File: src/drt_pkg.sv
// ----------------------------------------------------------------------------
// drt_pkg
// shared types and codes for the device registry table
// ----------------------------------------------------------------------------
package drt_pkg;

  localparam int IDX_MAX_W = 8;
  localparam int CNT_MAX_W = 7;
  localparam logic [15:0] NO_SHORT = 16'hFFFF;
  localparam logic [4:0] MAX_RESULTS = 5'd16;

  localparam logic [2:0] REQ_JOIN  = 3'd0;
  localparam logic [2:0] REQ_LEAVE = 3'd1;
  localparam logic [2:0] REQ_LOOKL = 3'd2;
  localparam logic [2:0] REQ_LOOKS = 3'd3;
  localparam logic [2:0] REQ_LEARN = 3'd4;
  localparam logic [2:0] REQ_READ  = 3'd5;

  localparam logic [1:0] ST_OK        = 2'd0;
  localparam logic [1:0] ST_NOT_FOUND = 2'd1;
  localparam logic [1:0] ST_FULL      = 2'd2;

  typedef enum logic [2:0] {
    S_IDLE, S_SCAN, S_EXEC, S_LRN, S_LCMP, S_LFIN, S_RISS, S_RDAT
  } state_t;

  typedef struct packed {
    logic                 valid;
    logic                 hit;
    logic [IDX_MAX_W-1:0] hit_idx;
    logic [15:0]          hit_short;
    logic [63:0]          hit_long;
    logic [CNT_MAX_W-1:0] hit_count;
    logic                 free;
    logic [IDX_MAX_W-1:0] free_idx;
  } tok_t;

  typedef struct packed {
    logic                 en;
    logic [IDX_MAX_W-1:0] idx;
    logic                 set_valid;
    logic                 clr_valid;
    logic                 addr_en;
    logic [63:0]          long_addr;
    logic [15:0]          short_addr;
    logic                 cnt_en;
    logic [CNT_MAX_W-1:0] count;
  } cellwr_t;

endpackage

File: src/drt_cell.sv
// ----------------------------------------------------------------------------
// drt_cell
// one table entry; checks the passing search item and hands it on
// ----------------------------------------------------------------------------
module drt_cell #(
  parameter int IDX = 0,
  parameter int CW = 5
) (
  input  logic            clk,
  input  logic            rst,
  input  drt_pkg::cellwr_t wr,
  input  logic [63:0]     key_long,
  input  logic [15:0]     key_short,
  input  logic            by_short,
  input  drt_pkg::tok_t   tok_in,
  output drt_pkg::tok_t   tok_out
);
  import drt_pkg::*;

  logic          valid;
  logic [63:0]   long_addr;
  logic [15:0]   short_addr;
  logic [CW-1:0] count;
  logic          match;
  logic          sel;
  tok_t          tok_next;

  assign sel   = wr.en && (wr.idx == IDX_MAX_W'(IDX));
  assign match = valid && (by_short ? (short_addr == key_short) : (long_addr == key_long));

  always_ff @(posedge clk) begin
    if (rst) begin
      valid <= 1'b0;
    end else if (sel) begin
      if (wr.set_valid) valid <= 1'b1;
      if (wr.clr_valid) valid <= 1'b0;
    end
  end

  always_ff @(posedge clk) begin
    if (sel && wr.addr_en) begin
      long_addr  <= wr.long_addr;
      short_addr <= wr.short_addr;
    end
    if (sel && wr.cnt_en) count <= wr.count[CW-1:0];
  end

  always_comb begin
    tok_next = tok_in;
    if (!tok_in.hit && match) begin
      tok_next.hit       = 1'b1;
      tok_next.hit_idx   = IDX_MAX_W'(IDX);
      tok_next.hit_short = short_addr;
      tok_next.hit_long  = long_addr;
      tok_next.hit_count = CNT_MAX_W'(count);
    end
    if (!tok_in.free && !valid) begin
      tok_next.free     = 1'b1;
      tok_next.free_idx = IDX_MAX_W'(IDX);
    end
  end

  always_ff @(posedge clk) begin
    if (rst) begin
      tok_out.valid <= 1'b0;
    end else begin
      tok_out.valid <= tok_in.valid;
    end
    tok_out.hit       <= tok_next.hit;
    tok_out.hit_idx   <= tok_next.hit_idx;
    tok_out.hit_short <= tok_next.hit_short;
    tok_out.hit_long  <= tok_next.hit_long;
    tok_out.hit_count <= tok_next.hit_count;
    tok_out.free      <= tok_next.free;
    tok_out.free_idx  <= tok_next.free_idx;
  end

endmodule

File: config.mk
export PLATFORM = sky130hd
export DESIGN_NAME = drt_cell
export DESIGN_NICKNAME = d
export VERILOG_FILES = /design/src/drt_pkg.sv /design/src/drt_cell.sv
export SDC_FILE = /design/constraint.sdc
export NUM_CORES = 1
export LEC_CHECK = 0
export BUFFER_PORTS_ARGS = -buffer_cell sky130_fd_sc_hd__clkbuf_2
export CORE_AREA = 8 8 148 150
export DETAILED_ROUTE_END_ITERATION = 16
export DIE_AREA = 0 0 156 158
export PLACE_DENSITY = 0.66
export SLEW_MARGIN = 30
export SYNTH_ARGS = -nofsm -noshare
export SYNTH_HDL_FRONTEND = slang
export SYNTH_SLANG_ARGS = --single-unit
File: constraint.sdc
create_clock -name clk -period 9 [get_ports clk]
set_input_delay 1.8 -clock clk [delete_from_list [all_inputs] [get_ports clk]]
set_output_delay 1.8 -clock clk [all_outputs]
set_load 0.005 [all_outputs]
# After elaboration in Yosys (flattened, before gate mapping)
# Cells that the tools add are included.
# op_classes
reduce_logical	12
n_mux	4
eq_ne	2
# op_table
op	count
87-bit 2-to-1 mux	1
64-bit == test	1
16-bit == test	1
8-bit logical NOT	1
1-bit logical AND	6
1-bit logical NOT	3
1-bit 2-to-1 mux	3
2-bit AND reduction	1
2-bit nonzero test	1
# totals
in_bits	289
output_inout_bits	106
register_bits	192

# Logic depth before layout (Yosys ltp)
# depth
depth_word	5
ltp_mapped	8
depth_no_buf	6

# Least setup slack after synthesis
# No wires, ideal clock.
# synth_path
path_kind	input to register
startpoint	input port wr[93] in the netlist's numbering
endpoint	register long_addr[0] (enable)
setup_time_ns	0.447
setup_slack_ns	4.149
path_buffers	0
path_stages	4
arrival_ns	4.404
cell_sequence	nor4_1 -> nand3b_1 -> nor4_1 -> and2_1
# synth_between
elab_chain_len	3
# synth_lines
element	line_no	rtl
start: declaration	drt_cell.sv:11	input drt_pkg::cellwr_t wr,
8-bit logical NOT	drt_cell.sv:28	assign sel = wr.en && (wr.idx == IDX_MAX_W'(IDX));
1-bit logical AND	drt_cell.sv:28	
1-bit logical AND	drt_cell.sv:41	if (sel && wr.addr_en) begin
end signal: assignment	drt_cell.sv:42	long_addr <= wr.long_addr;
end: declaration	drt_cell.sv:21	logic [63:0] long_addr;
# Every way passes these cells.
# A chain may end at the register's enable or synchronous reset.

==> run summary <==
synth unique cells = 22
number of global-route vias before repair = 5,318
clk root buf = clkbuf_16
Worst Setup End Kind = register
hold slack = 0.475 ns
CTS tree = built
RSZ-0062 raised after global routing = false
CP bufs+invs = 2
Slew @ Worst Pin = 0.733 ns
Worst EP required = 9.30 ns
final worst-path cycle share = 45.6%
critical path's slowest cell = nor4_1
fraction of layout cells with a size suffix above 1 = 57.4%
Post-synth EDFFs = 85
largest net degree at the start of global routing = 51
hpwl dp = 16.7 mm
Die Y = 158 um
post-route setup TNS = 0 ns
dpl ws = 4.22 ns
Resized Gates After CTS = 0
DR vias/cell = 4.32
vias = 4,804
area growth from synthesis to layout = 42.2%
CTS Buf Count = 17
insertion delay to the later sink of the worst-skew pair = 0.43 ns
ys flop type = dfxtp_1
GP Congestion = 0.842
HP Class = register to register
n_diodes = 0
routed wire length = 20.6 mm
Logic pwr share = 7.4%
switching power = 398 uW
worst path cell trace = clkbuf_2 -> xor2_1 -> nor4_1 -> nand4_1 -> nor4_1 -> o2111ai_4 -> buf_4 -> mux2_1
Cell Int Power = 1410 uW
final setup fails = 0
Clock Pin Slew Worst Setup and Hold Paths = 0.07 ns
Synth async-reset ratio = 0%
postcts setup bufs = 0
Crit Path Class = input port to register
Synth Area per Inst = 16.0 um^2
# hold bufs at CTS = 0
skew final = 0.0125 ns
largest area contributor in the netlist = edfxtp_1
max incr delay on CP = 0.67 ns
remaining global-route overflow = 0
Post-Route Utilization = 48.8%
clock group share of total power = 40.6%
final max-slew violation count = 0
Startpoint Class = input port
Max IR drop VDD = 0.000115 V
CP max FO = 50
clock buffer depth = 2
setup ws final = 4.90 ns
Flop pwr share = 52.0%
Pre-Repair DR Iteration Count = 4
Slew HR = 50.7%
CTS sink count = 192
Final Hold Viols = 0
nets = 1,117
max_cap viols = 0
Synth Register Bits = 192
global-route wire length before repair = 29.5 mm
Syn Nets = 713
die width = 156 um
drc violations = 0
Synth warnings = 0
DR WL/cell = 18.6 um
row cnt = 52
die area = 24,600 um^2
Synth Cell Area = 6770 um^2
initial core utilization = 34.3%
1st-iter DRT viols = 188
status = finished, final reports clean
Sw Share = 22.0%
Area contributors post-synth = edfxtp_1, dfxtp_1, mux2_2, xor2_1, mux2_1
Critical Path AT = 4.40 ns
GRT Resource Usage Total = 16.2%
antenna violations before repair = 0
sequential share of the synthesized area = 69.4%
Synth Instances = 424
CTS HTree Levels = 4
leakage = 0.00433 uW
IO buf count = 392
io pins = 395
top post-synthesis cells by count = dfxtp_1, edfxtp_1, xor2_1
ANT nets after route = 0
pwr dens = 188 nW/um^2
Top Family by Delay on Critical Path = simple AND/OR/NAND/NOR gates
top-count cell post-synth = dfxtp_1
share of the synthesized area in the top cell type = 37.7%
minimum clock period = 4.10 ns
core area = 19,700 um^2
Most Frequent Cell on Critical Path = nor4_1
fmax = 244 MHz
cells in the final DEF (no fill, tap or decap):
master      instances
inv_6               4
nor2b_1             9
clkbuf_16          19
nand3b_1            1
a21oi_1             1
nand4_1             8
mux2_1             29
nand2b_1            1
nor4_1             19
mux2_2             56
clkinv_4            1
clkbuf_2          392
clkinvlp_4          3
xnor2_1            16
clkbuf_1            2
buf_4               3
inv_4               2
and2_1             11
nand2_1             1
dfxtp_1           107
o2111ai_4           1
nor2_1              1
inv_8               1
a211oi_1            1
edfxtp_1           85
o41ai_1             1
xor2_1             64
and2_4              1
inv_1               1
layer usage:
layer | vias to the layer above | global-route usage [%] | wire length, um
met2 | 233 | 29.0 | 10600
met1 | 2225 | 16.9 | 7810
li1 | 2321 | - | -
met5 | - | 0 | 0
met4 | 0 | 5.45 | 374
met3 | 25 | 6.50 | 1840
cell families after synthesis:
family          share of synthesized area [%]
xor+xnor                                 10.4
simple gates                             4.75
compound gates                          0.444
mux                                      14.1
buf+inv                                 0.961
flops                                    69.4
state kept, by name, indices dropped and copies added (netlist names):
register    count
count           5
long_addr      64
tok_out       106
valid           1
short_addr     16
power groups by stage:
stage	clock [uW]	sequential [uW]	combinational (uW)
2_1_floorplan	0	964	32.6
3_3_place_gp	0	960	133
3_5_place_dp	0	960	135
4_1_cts	758	941	136
5_1_grt	791	943	147
6_report	735	940	133
path summary, 6_finish.rpt:
| check | startpoint | slack, ns | endpoint | cells past startpoint |
|---|---|---|---|---|
| min reg2reg | count[2]$_DFFE_PP_ | 0.48 | tok_out[11]$_DFF_P_ | 1 |
| max | key_long[19] | 4.90 | tok_out[64]$_DFF_P_ | 8 |
| min | count[2]$_DFFE_PP_ | 0.48 | tok_out[11]$_DFF_P_ | 1 |
| max reg2reg | long_addr[19]$_DFFE_PP_ | 5.95 | tok_out[64]$_DFF_P_ | 7 |
per-stage QoR:
step / instance area, um^2 / std cells / total power [uW]
finish: 9620 / 1111 / 1810
global route: 9620 / 1111 / 1880
CTS: 9620 / 1111 / 1830
detailed placement: 9050 / 1079 / 1100
global placement: 9050 / 1079 / 1090
floorplan: 6770 / 424 / 996
area by class of cell:
type | instances | area, um^2
timing repair buffer | 395 | 1980
multi-input combinational | 221 | 2030
fill | 1813 | 10100
tap | 270 | 338
inverter | 1 | 3.75
sequential | 192 | 4690
clock inverter | 11 | 90.1
clock buffer | 21 | 483
Power figures use the tool's default switching activity.
